[src/rtl/core/jdht_pkg.sv]
// types and constants for the dht segment parser
`timescale 1ns / 1ps

package jdht_pkg;

  localparam int NUM_LENGTHS = 16;
  localparam int CODE_W      = 17;
  localparam logic [CODE_W-1:0] CODE_SAT = 17'h1FFFF;
  localparam logic [3:0]  LAST_COUNT = 4'd15;
  localparam logic [4:0]  MAX_LEN    = 5'd16;
  localparam logic [15:0] MIN_SEG_LEN = 16'd2;

  typedef enum logic [2:0] {
    PH_LEN_HI  = 3'd0,
    PH_LEN_LO  = 3'd1,
    PH_CLASS   = 3'd2,
    PH_COUNTS  = 3'd3,
    PH_SYMBOLS = 3'd4
  } phase_t;

  typedef struct packed {
    logic        has_entry;
    logic [2:0]  table_num;
    logic [11:0] entry_index;
    logic [7:0]  symbol;
    logic [4:0]  code_length;
    logic [15:0] code;
    logic        code_overflow;
    logic        table_last;
    logic        segment_done;
    logic        segment_ok;
  } res_t;

  // handshake status between the output stage and the parser
  typedef struct packed {
    logic accept;
  } hs_t;

endpackage

[src/rtl/core/jdht_len_skip.sv]
// skip over empty code lengths: next used length and the shifted code
`timescale 1ns / 1ps

module jdht_len_skip (
  input  logic [4:0]                   cur_len,
  input  logic [jdht_pkg::CODE_W-1:0]  cur_code,
  input  logic [15:0]                  nz_mask,
  output logic                         found,
  output logic [3:0]                   found_idx,
  output logic [4:0]                   new_len,
  output logic [jdht_pkg::CODE_W-1:0]  new_code
);
  import jdht_pkg::*;

  logic [15:0]         cand;
  logic [4:0]          shift_cnt;
  logic [2*CODE_W-1:0] wide;

  // only lengths above the current one are candidates
  always_comb begin
    cand = (cur_len[4]) ? 16'h0000 : (nz_mask & (16'hFFFF << cur_len[3:0]));
    found_idx = 4'd0;
    for (int i = NUM_LENGTHS - 1; i >= 0; i--) begin
      if (cand[i]) begin
        found_idx = 4'(i);
      end
    end
    found = |cand;
    new_len = found ? ({1'b0, found_idx} + 5'd1) : MAX_LEN;
    shift_cnt = new_len - cur_len;
    // one left shift per skipped length, saturating
    wide = {{CODE_W{1'b0}}, cur_code} << shift_cnt;
    new_code = (|wide[2*CODE_W-1:CODE_W]) ? CODE_SAT : wide[CODE_W-1:0];
  end

endmodule

[src/rtl/core/jdht_parser.sv]
// segment state, count store and per-byte code generation
`timescale 1ns / 1ps

module jdht_parser (
  input  logic           clk,
  input  logic           rst_n,
  input  jdht_pkg::hs_t  hs,
  input  logic [7:0]     seg_byte,
  output logic           res_valid,
  output jdht_pkg::res_t res
);
  import jdht_pkg::*;

  phase_t        phase_r, phase_nxt;
  logic [15:0]   seg_len_r, seg_len_nxt;
  logic [16:0]   bytes_r, bytes_nxt;
  logic [2:0]    table_r, table_nxt;
  logic [3:0]    cpos_r, cpos_nxt;
  logic [7:0]    counts_r [NUM_LENGTHS];
  logic [15:0]   nz_r;
  logic [11:0]   sum_r, sum_nxt;
  logic [4:0]    len_r, len_nxt;
  logic [7:0]    left_r, left_nxt;
  logic [CODE_W-1:0] code_r, code_nxt;
  logic [11:0]   sidx_r, sidx_nxt;
  logic [11:0]   sleft_r, sleft_nxt;

  logic          cnt_we;
  logic [16:0]   bytes_inc;
  logic [15:0]   chk_len;
  logic [16:0]   chk_bytes;
  logic [15:0]   chk_target;
  logic          bnd_done, bnd_ok;

  logic              skip_found;
  logic [3:0]        skip_idx;
  logic [4:0]        skip_len;
  logic [CODE_W-1:0] skip_code;
  logic              need_skip;
  logic [4:0]        eff_len;
  logic [CODE_W-1:0] eff_code;
  logic [7:0]        eff_left;
  logic [11:0]       sum_new;

  jdht_len_skip u_skip (
    .cur_len   (len_r),
    .cur_code  (code_r),
    .nz_mask   (nz_r),
    .found     (skip_found),
    .found_idx (skip_idx),
    .new_len   (skip_len),
    .new_code  (skip_code)
  );

  assign bytes_inc = bytes_r + 17'd1;
  assign sum_new   = sum_r + {4'd0, seg_byte};

  // segment end check, used after the length word and at each table boundary
  always_comb begin
    chk_len    = (phase_r == PH_LEN_LO) ? {seg_len_r[15:8], seg_byte} : seg_len_r;
    chk_bytes  = (phase_r == PH_LEN_LO) ? 17'd0 : bytes_inc;
    chk_target = chk_len - MIN_SEG_LEN;
    if (chk_len < MIN_SEG_LEN) begin
      bnd_done = 1'b1;
      bnd_ok   = 1'b0;
    end else begin
      bnd_done = chk_bytes >= {1'b0, chk_target};
      bnd_ok   = chk_bytes == {1'b0, chk_target};
    end
  end

  always_comb begin
    need_skip = (left_r == 8'd0) && (len_r < MAX_LEN);
    eff_len   = need_skip ? skip_len : len_r;
    eff_code  = need_skip ? skip_code : code_r;
    if (need_skip) begin
      eff_left = skip_found ? counts_r[skip_idx] : 8'd0;
    end else begin
      eff_left = left_r;
    end
  end

  always_comb begin
    phase_nxt   = phase_r;
    seg_len_nxt = seg_len_r;
    bytes_nxt   = bytes_r;
    table_nxt   = table_r;
    cpos_nxt    = cpos_r;
    sum_nxt     = sum_r;
    len_nxt     = len_r;
    left_nxt    = left_r;
    code_nxt    = code_r;
    sidx_nxt    = sidx_r;
    sleft_nxt   = sleft_r;
    cnt_we      = 1'b0;
    res_valid   = 1'b0;
    res         = '0;

    unique case (phase_r)
      PH_LEN_LO: begin
        seg_len_nxt = {seg_len_r[15:8], seg_byte};
        bytes_nxt   = 17'd0;
        if (bnd_done) begin
          res_valid        = 1'b1;
          res.segment_done = 1'b1;
          res.segment_ok   = bnd_ok;
          phase_nxt        = PH_LEN_HI;
        end else begin
          phase_nxt = PH_CLASS;
        end
      end
      PH_CLASS: begin
        bytes_nxt = bytes_inc;
        table_nxt = {seg_byte[4], seg_byte[1:0]};
        cpos_nxt  = 4'd0;
        sum_nxt   = 12'd0;
        phase_nxt = PH_COUNTS;
      end
      PH_COUNTS: begin
        bytes_nxt = bytes_inc;
        cnt_we    = 1'b1;
        sum_nxt   = sum_new;
        if (cpos_r != LAST_COUNT) begin
          cpos_nxt = cpos_r + 4'd1;
        end else begin
          sleft_nxt = sum_new;
          sidx_nxt  = 12'd0;
          code_nxt  = '0;
          len_nxt   = 5'd0;
          left_nxt  = 8'd0;
          if (sum_new == 12'd0) begin
            // empty table: no entries
            if (bnd_done) begin
              res_valid        = 1'b1;
              res.segment_done = 1'b1;
              res.segment_ok   = bnd_ok;
              phase_nxt        = PH_LEN_HI;
            end else begin
              phase_nxt = PH_CLASS;
            end
          end else begin
            phase_nxt = PH_SYMBOLS;
          end
        end
      end
      PH_SYMBOLS: begin
        bytes_nxt         = bytes_inc;
        res_valid         = 1'b1;
        res.has_entry     = 1'b1;
        res.table_num     = table_r;
        res.entry_index   = sidx_r;
        res.symbol        = seg_byte;
        res.code_length   = eff_len;
        res.code          = eff_code[15:0];
        res.code_overflow = (eff_len == 5'd0) || ((eff_code >> eff_len) != '0);
        len_nxt   = eff_len;
        left_nxt  = (eff_left != 8'd0) ? (eff_left - 8'd1) : 8'd0;
        code_nxt  = (eff_code == CODE_SAT) ? CODE_SAT : (eff_code + 17'd1);
        sidx_nxt  = sidx_r + 12'd1;
        sleft_nxt = sleft_r - 12'd1;
        if (sleft_nxt == 12'd0) begin
          res.table_last = 1'b1;
          if (bnd_done) begin
            res.segment_done = 1'b1;
            res.segment_ok   = bnd_ok;
            phase_nxt        = PH_LEN_HI;
          end else begin
            phase_nxt = PH_CLASS;
          end
        end
      end
      default: begin
        seg_len_nxt = {seg_byte, 8'd0};
        phase_nxt   = PH_LEN_LO;
      end
    endcase
  end

  always_ff @(posedge clk) begin
    if (!rst_n) begin
      phase_r   <= PH_LEN_HI;
      seg_len_r <= 16'd0;
      bytes_r   <= 17'd0;
      table_r   <= 3'd0;
      cpos_r    <= 4'd0;
      sum_r     <= 12'd0;
      len_r     <= 5'd0;
      left_r    <= 8'd0;
      code_r    <= '0;
      sidx_r    <= 12'd0;
      sleft_r   <= 12'd0;
    end else if (hs.accept) begin
      phase_r   <= phase_nxt;
      seg_len_r <= seg_len_nxt;
      bytes_r   <= bytes_nxt;
      table_r   <= table_nxt;
      cpos_r    <= cpos_nxt;
      sum_r     <= sum_nxt;
      len_r     <= len_nxt;
      left_r    <= left_nxt;
      code_r    <= code_nxt;
      sidx_r    <= sidx_nxt;
      sleft_r   <= sleft_nxt;
    end
  end

  // count store, read only after all sixteen counts of a table are in
  always_ff @(posedge clk) begin
    if (hs.accept && cnt_we) begin
      counts_r[cpos_r] <= seg_byte;
      nz_r[cpos_r]     <= |seg_byte;
    end
  end

endmodule

[src/rtl/core/jdht_out_reg.sv]
// result register with valid/stall handshake toward the receiver
`timescale 1ns / 1ps

module jdht_out_reg (
  input  logic           clk,
  input  logic           rst_n,
  input  logic           in_valid,
  output logic           in_stall,
  input  logic           res_valid,
  input  jdht_pkg::res_t res,
  output jdht_pkg::hs_t  hs,
  output logic           out_valid,
  input  logic           out_stall,
  output jdht_pkg::res_t out_res
);
  import jdht_pkg::*;

  logic out_valid_r, out_valid_nxt;
  res_t res_r;

  // the register is free when empty or being taken this cycle
  assign in_stall  = out_valid_r && out_stall;
  assign hs.accept = in_valid && !in_stall;

  always_comb begin
    out_valid_nxt = out_valid_r;
    if (hs.accept) begin
      out_valid_nxt = res_valid;
    end else if (!out_stall) begin
      out_valid_nxt = 1'b0;
    end
  end

  always_ff @(posedge clk) begin
    if (!rst_n) begin
      out_valid_r <= 1'b0;
    end else begin
      out_valid_r <= out_valid_nxt;
    end
  end

  always_ff @(posedge clk) begin
    if (hs.accept && res_valid) begin
      res_r <= res;
    end
  end

  assign out_valid = out_valid_r;
  assign out_res   = res_r;

endmodule

[src/rtl/core/jpeg_dht_canonical_huffman.sv]
// jpeg dht segment parser with canonical huffman code generation
// Input channel: in_valid/in_stall carry one segment byte per item, starting
//   with the two length bytes (high first), then per table a class/id byte,
//   sixteen length counts and the symbol bytes.
// Output channel: out_valid/out_stall carry result items. Each symbol byte
//   gives one entry with table, index, symbol, code length and code. A
//   segment end that falls on an empty table or right after the length word
//   gives an item with only segment_done/segment_ok; other bytes give none.
// Output register: a result appears in the cycle after its byte is accepted.
// Throughput: one byte per cycle while in_stall is low. Each byte goes through
//   a single pass of logic; the longest part is the skip over empty code
//   lengths, a 16-bit priority search plus a saturating 17-bit shift.
// Stall: while a result is held and out_stall is high, in_stall is high and
//   no byte is taken; when the held result is taken the next byte may enter
//   in the same cycle.
// Reset (rst_n low, synchronous): the output register empties and the block
//   waits for the length high byte of a new segment. After a segment ends it
//   again waits for a length word.
`timescale 1ns / 1ps

module jpeg_dht_canonical_huffman (
  input  logic        clk,
  input  logic        rst_n,
  input  logic        in_valid,
  output logic        in_stall,
  input  logic [7:0]  in_seg_byte,
  output logic        out_valid,
  input  logic        out_stall,
  output logic        out_has_entry,
  output logic [2:0]  out_table_num,
  output logic [11:0] out_entry_index,
  output logic [7:0]  out_symbol,
  output logic [4:0]  out_code_length,
  output logic [15:0] out_code,
  output logic        out_code_overflow,
  output logic        out_table_last,
  output logic        out_segment_done,
  output logic        out_segment_ok
);
  import jdht_pkg::*;

  hs_t  hs;
  logic res_valid;
  res_t res;
  res_t out_res;

  jdht_parser u_parser (
    .clk       (clk),
    .rst_n     (rst_n),
    .hs        (hs),
    .seg_byte  (in_seg_byte),
    .res_valid (res_valid),
    .res       (res)
  );

  jdht_out_reg u_out (
    .clk       (clk),
    .rst_n     (rst_n),
    .in_valid  (in_valid),
    .in_stall  (in_stall),
    .res_valid (res_valid),
    .res       (res),
    .hs        (hs),
    .out_valid (out_valid),
    .out_stall (out_stall),
    .out_res   (out_res)
  );

  assign out_has_entry     = out_res.has_entry;
  assign out_table_num     = out_res.table_num;
  assign out_entry_index   = out_res.entry_index;
  assign out_symbol        = out_res.symbol;
  assign out_code_length   = out_res.code_length;
  assign out_code          = out_res.code;
  assign out_code_overflow = out_res.code_overflow;
  assign out_table_last    = out_res.table_last;
  assign out_segment_done  = out_res.segment_done;
  assign out_segment_ok    = out_res.segment_ok;

endmodule

[config.mk]
export PLATFORM = sky130hd
export DESIGN_NAME = jpeg_dht_canonical_huffman
export DESIGN_NICKNAME = d
export VERILOG_FILES = /design/src/rtl/core/jdht_pkg.sv /design/src/rtl/core/jdht_len_skip.sv /design/src/rtl/core/jdht_parser.sv /design/src/rtl/core/jdht_out_reg.sv /design/src/rtl/core/jpeg_dht_canonical_huffman.sv
export SDC_FILE = /design/constraint.sdc
export NUM_CORES = 1
export LEC_CHECK = 0
export BUFFER_PORTS_ARGS = -buffer_cell sky130_fd_sc_hd__buf_4
export CORE_MARGIN = 5
export CORE_UTILIZATION = 55
export DETAILED_ROUTE_END_ITERATION = 7
export PLACE_DENSITY = 0.8
export SYNTH_ARGS = -nofsm -noshare
export SYNTH_HDL_FRONTEND = slang
export SYNTH_SLANG_ARGS = --single-unit
[constraint.sdc]
create_clock -name clk -period 9.6 [get_ports clk]
set_input_delay 0.96 -clock clk [delete_from_list [all_inputs] [get_ports clk]]
set_output_delay 0.96 -clock clk [all_outputs]
set_load 0.01 [all_outputs]
==> reports/qor_table.md, run 1 <==
| Metric | Value |
| --- | --- |
| Startpoint type of the worst setup path | flip-flop |
| Fin. Hold Viols | 0 |
| Placement Setup Slack | 1.40 ns |
| Synth Register Bits | 303 |
| Average wire length per cell after detail routing | 21.8 um |
| Proportion of synthesized chip area in sequential cells | 47.1% |
| Buffers & Inverters on Critical Path | 4 |
| Endpoint type of the worst setup path | flip-flop |
| Total number of nets in the final design | 1,850 |
| Core outline area | 30,500 um2 |
| TritonCTS clock tree | yes |
| Pin slew with the least headroom to its limit | 1.32 ns |
| Floorplan row count | 64 |
| Number of buffers created by CTS | 34 |
| Largest net degree at the start of global routing | 77 |
| GP Congestion | 0.976 |
| Worst hold slack | 0.458 ns |
| I/O pin cnt | 63 |
| Overall die height | 186 um |
| RSZ-0062 raised after global routing | no |
| Clk root buf | clkbuf_16 |
| Most area-consuming cells after synthesis | edfxtp_1 (34%), dfxtp_1 (13%), nor2_1 (4.2%), nand2_1 (4.0%), a21oi_1 (3.7%) |
| Total iterations of the first detailed-routing run | 5 |
| Count of flip-flops with a built-in enable after synthesis | 193 |
| Drt via density | 6.57 |
| Final WL | 48,300 um |
| Total of endpoints with negative setup slack in the final report | 0 |
| Min-delay worst type | reg -> reg |
| Quantity of gates resized following cts | 0 |
| CP required | 9.96 ns |
| Area enclosed by the die boundary | 34,500 um2 |
| Power, Total | 2.81 mW |
| Worst-path fanout max | 20 |
| Least setup slack across all paths after layout | 1.14 ns |
| Htree depth | 2 |
| Count of unresolved DRC violations after routing | 0 |
| # diodes | 0 |
| Synthesized area per cell | 9.54 um2 |
| DP Wirelength | 32,200 um |
| Distinct cell type count of the synthesized netlist | 98 |
| Power density normalized to cell area | 150 nW/um2 |
| Number of DRC markers in iteration 0 | 1,744 |
| Number of vias after detailed routing | 14,574 |
| Result of the run | finished clean |
| Number of nets with antenna violations after detailed routing | 0 |
| First-pass GRT wire length | 76,800 um |
| Number of antenna violations at the first check in global routing | 0 |
| Layout Skew | 0.0175 ns |
| Post-Syn Area | 17,000 um2 |
| CTS max path bufs | 3 |
| Clk Latency, worst-skew pair | 0.53 ns |
| Number of global-route vias before repair | 14,190 |
| Commonest cells post-synth | edfxtp_1 (193), nor2_1 (190), nand2_1 (179), a21oi_1 (124), dfxtp_1 (110) |
| Number of buffers inserted by port buffering | 62 |
| Width of the die | 186 um |
| Headroom to the max-slew limit | 11.8% |
| Worst vdd rail ir drop | 111 uV |
| Max-slew violations | 0 |
| Number of filler instances in the final layout | 2,450 |
| Async set or reset register ratio after synthesis | 0% |
| Leakage power summed over all cells | 6.88 nW |
| Critical Path Max Stage Delay | 0.89 ns |
| Mapped Cells | 1,780 |
| Post-synth top flop | edfxtp_1 |
| Number of buffers inserted by post-CTS setup repair | 0 |
| Share of cells above drive strength 1 | 11.3% |
| All-Layer GR Usage | 27.7% |
| Area fraction of the dominant cell type after synthesis | 34.1% |
| Aggregate global routing overflow | 0 |
| Area added between synthesis and finish | 10.4% |
| Worst-path clk slew | 0.06 ns |
| Delay-heaviest family, CP | simple AND/OR/NAND/NOR gates |
| Cell repeated most along the worst path | nand2_1 |
| Category of the most critical setup path | reg -> reg |
| Synthesized net count | 1,835 |
| Critical path data arrival time | 8.83 ns |
| Max-cap check violation count | 0 |
| Hold buffers post-CTS | 0 |
| Summed negative setup slack over all endpoints | 0 ns |
| Period Utilization, post-route | 88.1% |
| Crit path time final | 8.46 ns |
| Cell taking the most area after synthesis | edfxtp_1 |
| Warnings, synthesis | 0 |
| Clock Sink Count | 303 |
| Highest clock rate | 0.118 GHz |
| Slowest cell on the critical path | fa_1 |
| Effective utilization at floorplan | 55.7% |
| Most frequent cell after synthesis | edfxtp_1 |
==> final cells by class <==
class | count | area, um2 | area share (%)
clock buffer | 48 | 955 | 5.09
tap | 396 | 495 | 2.64
clock inverter | 14 | 114 | 0.607
inverter | 49 | 184 | 0.981
timing repair buffer | 84 | 631 | 3.36
sequential | 303 | 8000 | 42.7
multi-input combinational | 1323 | 8380 | 44.7
==> worst reg2reg max path, stage by stage, from the launching register on <==
cell and delay, ns:
dfxtp_1 0.81, nand3_1 0.27, a31o_2 0.34, a2111oi_2 0.42, o21ai_1 0.18, nand2_1 0.54
inv_2 0.30, ha_1 0.36, nor2b_1 0.19, fa_1 0.89, buf_4 0.32, mux4_2 0.38
nand2_1 0.09, nand2_1 0.07, nor3_1 0.14, a21oi_1 0.07, nor4_1 0.50, and3_1 0.24
buf_4 0.22, o31a_1 0.27, inv_1 0.10, ha_1 0.24, o211ai_1 0.19, nor4_2 0.14
and3_1 0.25, a21oi_2 0.61, a211oi_2 0.17
==> path summary, 6_finish.rpt <==
| check | startpoint | endpoint | slack [ns] | cells after the start |
|---|---|---|---|---|
| hold reg to reg | u_parser.seg_len_r[1] | u_parser.seg_len_r[1] | 0.46 | 2 |
| setup / recovery | u_parser.len_r[0] | u_parser.code_r[6] | 1.14 | 26 |
| hold / removal | u_parser.seg_len_r[1] | u_parser.seg_len_r[1] | 0.46 | 2 |
| setup reg to reg | u_parser.len_r[0] | u_parser.code_r[6] | 1.14 | 26 |
==> through the flow <==
| stage | utilization (%) | cells | cell area [um2] |
|---|---|---|---|
| global route | 61.5 | 2217 | 18800 |
| floorplan | - | 1780 | 17000 |
| CTS | 61.5 | 2217 | 18800 |
| global placement | 58.0 | 2155 | 17700 |
| detailed placement | 58.0 | 2155 | 17700 |
| finish | 61.5 | 2217 | 18800 |
==> flip-flops by register name, indices dropped and copies added, names as in the netlist, 3 cells and up <==
| name | count |
|---|---|
| u_parser.phase_r | 3 |
| u_parser.counts_r | 128 |
| u_parser.sidx_r | 12 |
| u_parser.sum_r | 12 |
| u_out.out_res | 49 |
| u_parser.table_r | 3 |
| u_parser.bytes_r | 17 |
| u_parser.nz_r | 16 |
| u_parser.cpos_r | 4 |
| u_parser.seg_len_r | 16 |
| u_parser.code_r | 17 |
| u_parser.len_r | 5 |
| u_parser.left_r | 8 |
| u_parser.sleft_r | 12 |
==> logic make-up after synthesis <==
logic type,Yosys count,synth area share [%]
AOI/OAI and AO/OA,453,17.7
xor gates and xnor gates,71,3.71
adders and majority gates,43,3.26
buffers and inverters,154,3.75
DFF,303,47.1
muxes,63,4.40
and+or+nand+nor,693,20.1
==> placed cells by master (no fill, tap or decap), types with 26 or more instances in the layout <==
cell type / n
ha_1: 41
a21oi_1: 124
inv_1: 45
clkbuf_16: 35
and3_1: 54
buf_4: 84
xnor2_1: 44
nand2_1: 178
edfxtp_1: 193
mux2i_1: 41
nor2_1: 190
o21ai_0: 95
dfxtp_1: 110
nor3_1: 44
xor2_1: 26
nand3_1: 88
==> routing by layer <==
layer	up-vias	track usage [%]	wire (um)
met4	0	10.6	1890
met1	6964	36.4	18600
met3	161	5.28	4520
met2	836	45.7	23200
met5	-	0	0
li1	6613	-	-
==> power breakdown <==
group	internal [mW]	total (mW)	switching [mW]
Combinational	0.0541	0.165	0.110
Sequential	1.39	1.40	0.00781
Clock	0.727	1.25	0.525
Total	2.17	2.81	0.643
Power figures use the tool's default switching activity.
==> run 2: changes to the inputs <==
CORE_UTILIZATION = 54   (was 55)
HOLD_SLACK_MARGIN = 0.03   (was default)
PLACE_DENSITY = 0.79   (was 0.8)
==> reports/qor_table.md, run 2 (same netlist as run 1, synthesis figures left out) <==
| Metric | Value | vs previous |
| --- | --- | --- |
| CTS max path bufs | 3 | unchanged |
| Number of vias after detailed routing | 14,559 | -0.10% |
| Most common library cell in the layout ignoring fill and taps | edfxtp_1 |  |
| Crit path time final | 8.36 ns | -0.0962 ns |
| Power, Total | 2.79 mW | -0.96% |
| Overall die height | 187 um | +0.87% |
| Beginning of the worst hold path | u_parser.sum_r[2] |  |
| Launch instance of the worst register-to-register path | u_parser.len_r[0] |  |
| Largest net degree at the start of global routing | 87 | +13% |
| Effective utilization at floorplan | 54.2% | -1.4 points |
| I/O pin cnt | 63 | unchanged |
| Endpoint type of the worst setup path | flip-flop |  |
| Result of the run | finished clean |  |
| Leakage power summed over all cells | 6.91 nW | +0.34% |
| Drt via density | 6.53 | -0.60% |
| # diodes | 0 | unchanged |
| Number of buffers inserted by post-CTS setup repair | 0 | unchanged |
| Aggregate global routing overflow | 0 | unchanged |
| Clock Sink Count | 303 | unchanged |
| Commonest cells after routing, fill and taps aside | edfxtp_1 (193), nor2_1 (190), nand2_1 (178) |  |
| Max-cap check violation count | 0 | unchanged |
| Number of buffers created by CTS | 31 | -8.8% |
| Width of the die | 187 um | +0.87% |
| Summed negative setup slack over all endpoints | 0 ns | unchanged |
| Finished Layout Cells | 2,228 | +0.50% |
| Area added between synthesis and finish | 10.6% |  |
| Post-Place Cells | 2,170 | +0.70% |
| Critical path data arrival time | 8.83 ns | about the same |
| Share of cells above drive strength 1 | 11.6% | +0.30 points |
| Fin. Hold Viols | 0 | unchanged |
| Total number of nets in the final design | 1,856 | +0.32% |
| Worst-path fanout max | 36 | +80% |
| Pin slew with the least headroom to its limit | 1.25 ns | -0.0659 ns |
| Period Utilization, post-route | 87.1% | -1.0 points |
| Power density normalized to cell area | 148 nW/um2 | -1.2% |
| Worst vdd rail ir drop | 134 uV | +22% |
| Number of flip-flops under the largest register name | 128 | unchanged |
| All-Layer GR Usage | 26.2% | -1.5 points |
| CP required | 10.06 ns | +0.10 ns |
| Category of the most critical setup path | reg -> reg |  |
| Core outline area | 31,300 um2 | +2.6% |
| First-pass GRT wire length | 75,600 um | -1.5% |
| Final WL | 48,100 um | -0.35% |
| Number of cells on the worst reg-to-reg path | 24 | -7.7% |
| Floorplan row count | 65 | +1.6% |
| Number of global-route vias before repair | 13,986 | -1.4% |
| Total of endpoints with negative setup slack in the final report | 0 | unchanged |
| Highest clock rate | 0.120 GHz | +1.1% |
| Startpoint type of the worst setup path | flip-flop |  |
| Number of DRC markers in iteration 0 | 1,805 | +3.5% |
| Number of nets with antenna violations after detailed routing | 0 | unchanged |
| Number of antenna violations at the first check in global routing | 0 | unchanged |
| Headroom to the max-slew limit | 15.9% | +4.1 points |
| Area enclosed by the die boundary | 35,100 um2 | +1.8% |
| Util after Layout | 60.0% | -1.4 points |
| Min-delay worst type | reg -> reg |  |
| Max-slew violations | 0 | unchanged |
| GP Congestion | 0.976 | about the same |
| Hold buffers post-CTS | 0 | unchanged |
| Count of unresolved DRC violations after routing | 0 | unchanged |
| DP Wirelength | 32,600 um | +1.4% |
| Most flop-heavy register | u_parser.counts_r |  |
| Quantity of gates resized following cts | 0 | unchanged |
| Worst-path clk slew | 0.06 ns | about the same |
| Number of buffers inserted by port buffering | 62 | unchanged |
| RSZ-0062 raised after global routing | no |  |
| Register-to-Register Setup Slack | 1.24 ns | +0.10 ns |
| TritonCTS clock tree | yes |  |
| Layout Skew | 0.0104 ns | -0.00710 ns |
| Clk Latency, worst-skew pair | 0.57 ns | +0.04 ns |
| Total iterations of the first detailed-routing run | 7 | +2 |
| Htree depth | 1 | -1 |
| Average wire length per cell after detail routing | 21.6 um | -0.85% |
| Hold-critical path depth | 2 | unchanged |
| Clk root buf | clkbuf_16 |  |
| Startpoint of the worst setup timing path | u_parser.len_r[0] |  |
run 2: cell types whose count changed in the layout (fill, tap and decap cells not counted), moves of 3 or more:
cell | before | now
buf_4 | 84 | 93
clkinv_1 | 6 | 1
clkbuf_16 | 35 | 31
bufinv_16 | 1 | 4
clkbuf_1 | 10 | 14
run 2: final cells by class:
class / instances / area [um2]
sequential: 303 / 8000
clock inverter: 9 / 151
tap: 402 / 503
timing repair buffer: 93 / 698
fill: 2554 / 12500
inverter: 49 / 184
clock buffer: 49 / 883
multi-input combinational: 1323 / 8380
run 2: critical path, cell delays in order (launching register included):
cell and delay [ns]:
dfxtp_1 0.82, nand4_1 0.26, a211o_1 0.35, a211oi_1 0.40, o21a_2 0.68, nor2_2 0.32
inv_2 0.14, ha_1 0.23, nor2b_1 0.18, fa_1 0.92, buf_4 0.28, mux2_2 0.35
nor2_1 0.10, a21oi_1 0.06, mux2i_1 0.37, nor4b_2 0.13, and3_1 0.22, buf_4 0.20
o31ai_2 0.40, ha_1 0.28, o211ai_1 0.17, nor4_2 0.51, and3_1 0.35, a21oi_2 0.23
a211oi_1 0.28
run 2: per-layer routing:
| metal | vias to the layer above | track usage, % | part of all wire [%] |
|---|---|---|---|
| met5 | - | 0 | 0 |
| met3 | 161 | 3.92 | 8.9 |
| met2 | 790 | 43.2 | 47 |
| li1 | 6636 | - | - |
| met4 | 0 | 10.8 | 4.4 |
| met1 | 6972 | 34.9 | 40 |
run 2: per-stage QoR:
step                      cell area (um2)  hold WS, ns  setup slack (ns)
final                               18800        0.464              1.24
after CTS                           18800        0.463              1.50
after global routing                18800        0.482             0.852
after detailed placement            17800        0.454              1.51
after global placement              17800        0.444              1.90
after floorplan                     17000        0.436              3.09
run 2: where the power goes:
part           switching [mW]  internal (mW)  total, mW
clock                   0.491          0.735       1.23
combinational           0.108         0.0549      0.163
sequential            0.00775           1.39       1.40
total                   0.607           2.18       2.79
run 2: final timing paths:
| path | end |
|---|---|
| worst max-delay path | u_parser.code_r[2] |
| worst min-delay path | u_parser.sum_r[2] |
| worst max register to register | u_parser.code_r[2] |
| worst min register to register | u_parser.sum_r[2] |
==> run 3: changes to the inputs <==
==> constraint.sdc (replaced) <==
create_clock -name clk -period 9.6 [get_ports clk]
set_input_delay 1.92 -clock clk [delete_from_list [all_inputs] [get_ports clk]]
set_output_delay 1.92 -clock clk [all_outputs]
set_load 0.01 [all_outputs]
==> reports/qor_table.md, run 3 (same netlist as run 1, synthesis figures left out) <==
| Metric | Value | vs previous |
| --- | --- | --- |
| Number of buffers created by CTS | 34 | +9.7% |
| Largest net degree at the start of global routing | 87 | unchanged |
| Critical path data arrival time | 8.50 ns | -0.33 ns |
| Worst-path fanout max | 36 | unchanged |
| Switching part of the total power | 22.6% | +0.79 points |
| Leakage power summed over all cells | 6.93 nW | +0.28% |
| Number of buffers inserted by port buffering | 62 | unchanged |
| # diodes | 0 | unchanged |
| Clk Latency, worst-skew pair | 0.52 ns | -0.05 ns |
| Area added between synthesis and finish | 10.8% |  |
| CTS max path bufs | 3 | unchanged |
| Effective utilization at floorplan | 54.2% | unchanged |
| Overall die height | 187 um | unchanged |
| Power share of the sequential group | 49.8% | -0.3 points |
| Endpoint type of the worst setup path | flip-flop |  |
| Hold buffers post-CTS | 0 | unchanged |
| Aggregate global routing overflow | 0 | unchanged |
| Highest clock rate | 0.123 GHz | +2.5% |
| Max-slew violations | 0 | unchanged |
| Headroom to the max-slew limit | 20.6% | +4.7 points |
| Htree depth | 2 | +1 |
| Launch instance of the worst register-to-register path | u_parser.len_r[0] |  |
| Worst hold slack | 0.457 ns | -0.00674 ns |
| Worst vdd rail ir drop | 122 uV | -9.2% |
| Number of global-route vias before repair | 13,800 | -1.3% |
| Met2 wire len | 22,700 um | +0.50% |
| Final WL | 48,200 um | +0.13% |
| Layout Skew | 0.0180 ns | +0.00766 ns |
| Length of routed wiring on met1 | 19,200 um | +0.39% |
| Detailed route wirelength on metal3 | 4560 um | +6.4% |
| Total of endpoints with negative setup slack in the final report | 0 | unchanged |
| Share of cells above drive strength 1 | 11.9% | +0.36 points |
| Fin. Hold Viols | 0 | unchanged |
| Clk root buf | clkbuf_16 |  |
| Post-Place Cells | 2,170 | unchanged |
| Startpoint type of the worst setup path | flip-flop |  |
| Max-cap check violation count | 0 | unchanged |
| Width of the die | 187 um | unchanged |
| Pin slew with the least headroom to its limit | 1.19 ns | -0.0648 ns |
| Total number of nets in the final design | 1,859 | +0.16% |
| I/O pin cnt | 63 | unchanged |
| First-pass GRT wire length | 75,900 um | +0.39% |
| Period Utilization, post-route | 85.0% | -2.1 points |
| Floorplan row count | 65 | unchanged |
| GP Congestion | 0.983 | +0.75% |
| Crit path time final | 8.16 ns | -0.205 ns |
| Count of unresolved DRC violations after routing | 0 | unchanged |
| Number of vias after detailed routing | 14,576 | +0.12% |
| RSZ-0062 raised after global routing | no |  |
| Worst-path clk slew | 0.06 ns | about the same |
| Power, Total | 2.80 mW | +0.65% |
| Category of the most critical setup path | reg -> reg |  |
| Hold-critical path depth | 2 | unchanged |
| Drt via density | 6.53 | about the same |
| Number of cells on the worst reg-to-reg path | 23 | -4.2% |
| Register-to-Register Setup Slack | 1.44 ns | +0.21 ns |
| Core outline area | 31,300 um2 | unchanged |
| Placement Setup Slack | 1.65 ns | +0.145 ns |
| Fraction of power consumed by combinational cells | 5.8% | about the same |
| Power density normalized to cell area | 149 nW/um2 | +0.46% |
| Total iterations of the first detailed-routing run | 6 | -1 |
| CP required | 9.94 ns | -0.12 ns |
| Number of buffers inserted by post-CTS setup repair | 0 | unchanged |
| Number of DRC markers in iteration 0 | 1,811 | +0.33% |
| Area enclosed by the die boundary | 35,100 um2 | unchanged |
| Least setup slack across all paths after layout | 1.44 ns | +0.205 ns |
| Result of the run | finished clean |  |
| Average wire length per cell after detail routing | 21.6 um | about the same |
| Number of antenna violations at the first check in global routing | 0 | unchanged |
| Number of flip-flops under the largest register name | 128 | unchanged |
| FF-to-FF End | u_parser.code_r[11] |  |
| Hold EP | u_parser.seg_len_r[7] |  |
| Clock Sink Count | 303 | unchanged |
| DP Wirelength | 32,400 um | -0.70% |
| Summed negative setup slack over all endpoints | 0 ns | unchanged |
| Finished Layout Cells | 2,232 | +0.18% |
| Commonest cells after routing, fill and taps aside | edfxtp_1 (193), nor2_1 (190), nand2_1 (178) |  |
| Top metal layer carrying routed signals | met4 |  |
| All-Layer GR Usage | 26.3% | +0.11 points |
| Min-delay worst type | reg -> reg |  |
| Clock Power Share | 44.4% | +0.4 points |
| Power spent charging and discharging nets | 0.633 mW | +4.3% |
| Beginning of the worst hold path | u_parser.seg_len_r[7] |  |
| Cell internal pwr | 2.17 mW | -0.37% |
| Quantity of gates resized following cts | 0 | unchanged |
| Most common library cell in the layout ignoring fill and taps | edfxtp_1 |  |
| Number of nets with antenna violations after detailed routing | 0 | unchanged |
| Most flop-heavy register | u_parser.counts_r |  |
| TritonCTS clock tree | yes |  |
run 3: cell types whose count changed in the layout (fill, tap and decap cells not counted):
| cell | delta |
|---|---|
| clkbuf_1 | -7 |
| clkinv_1 | +4 |
| clkinv_2 | +4 |
| clkbuf_16 | +3 |
| bufinv_16 | -2 |
| clkbuf_8 | -2 |
| clkinvlp_4 | +2 |
| clkinv_8 | +1 |
| inv_6 | +1 |
run 3: stage by stage:
step,instance area (um2),util [%]
after global placement,17800,56.7
final,18800,60.1
after CTS,18800,60.1
after floorplan,17000,-
after global routing,18800,60.1
after detailed placement,17800,56.7
run 3: routing by layer:
metal  vias to the layer above  GRT usage (%)
met5                         -              0
met4                         0           9.33
met3                       152           4.26
met2                       833           43.4
met1                      6961           35.5
li1                       6630              -
run 3: power by group through the flow:
stage | Sequential (mW) | Clock [mW] | Combinational, mW
floorplan | 1.42 | 0 | 0.106
global placement | 1.42 | 0 | 0.156
detailed placement | 1.42 | 0 | 0.160
CTS | 1.40 | 1.26 | 0.161
global route | 1.40 | 1.32 | 0.178
finish | 1.40 | 1.25 | 0.162
run 3: layout make-up:
cell class	count	area, um2
clock inverters	19	166
clock buffers	43	905
flip-flops and latches	303	8000
multi-input cells	1323	8380
repair buffers	93	698
inverters	49	184
fillers	2550	12500
well taps	402	503
run 3: critical path: stages (launching register included):
cell and delay [ns]:
dfxtp_1 0.81, nand4_1 0.27, a211o_1 0.35, a211oi_1 0.37, o21a_2 0.66, nor2_2 0.31, inv_2 0.12, ha_1 0.23
nor2b_1 0.19, fa_1 0.92, buf_4 0.27, mux2i_1 0.30, o21ai_0 0.15, mux2_2 0.31, nor4_1 0.53, and3_1 0.27
o31a_1 0.27, inv_1 0.10, ha_1 0.24, o211ai_1 0.17, nor4_2 0.13, and3_1 0.25, a21oi_2 0.60, a211oi_2 0.16
run 3: worst max-delay path by stage:
| stage | cells after the start | slack [ns] | end | start |
|---|---|---|---|---|
| 2_1_floorplan | 31 | 3.09 | u_parser.code_r[10] | u_parser.len_r[1] |
| 3_3_place_gp | 25 | 1.93 | u_parser.code_r[2] | u_parser.len_r[0] |
| 3_5_place_dp | 24 | 1.65 | u_parser.code_r[2] | u_parser.len_r[0] |
| 4_1_cts | 24 | 1.62 | u_parser.code_r[2] | u_parser.len_r[0] |
| 5_1_grt | 25 | 0.92 | u_parser.code_r[2] | u_parser.len_r[0] |
| 6_report | 23 | 1.44 | u_parser.code_r[11] | u_parser.len_r[0] |
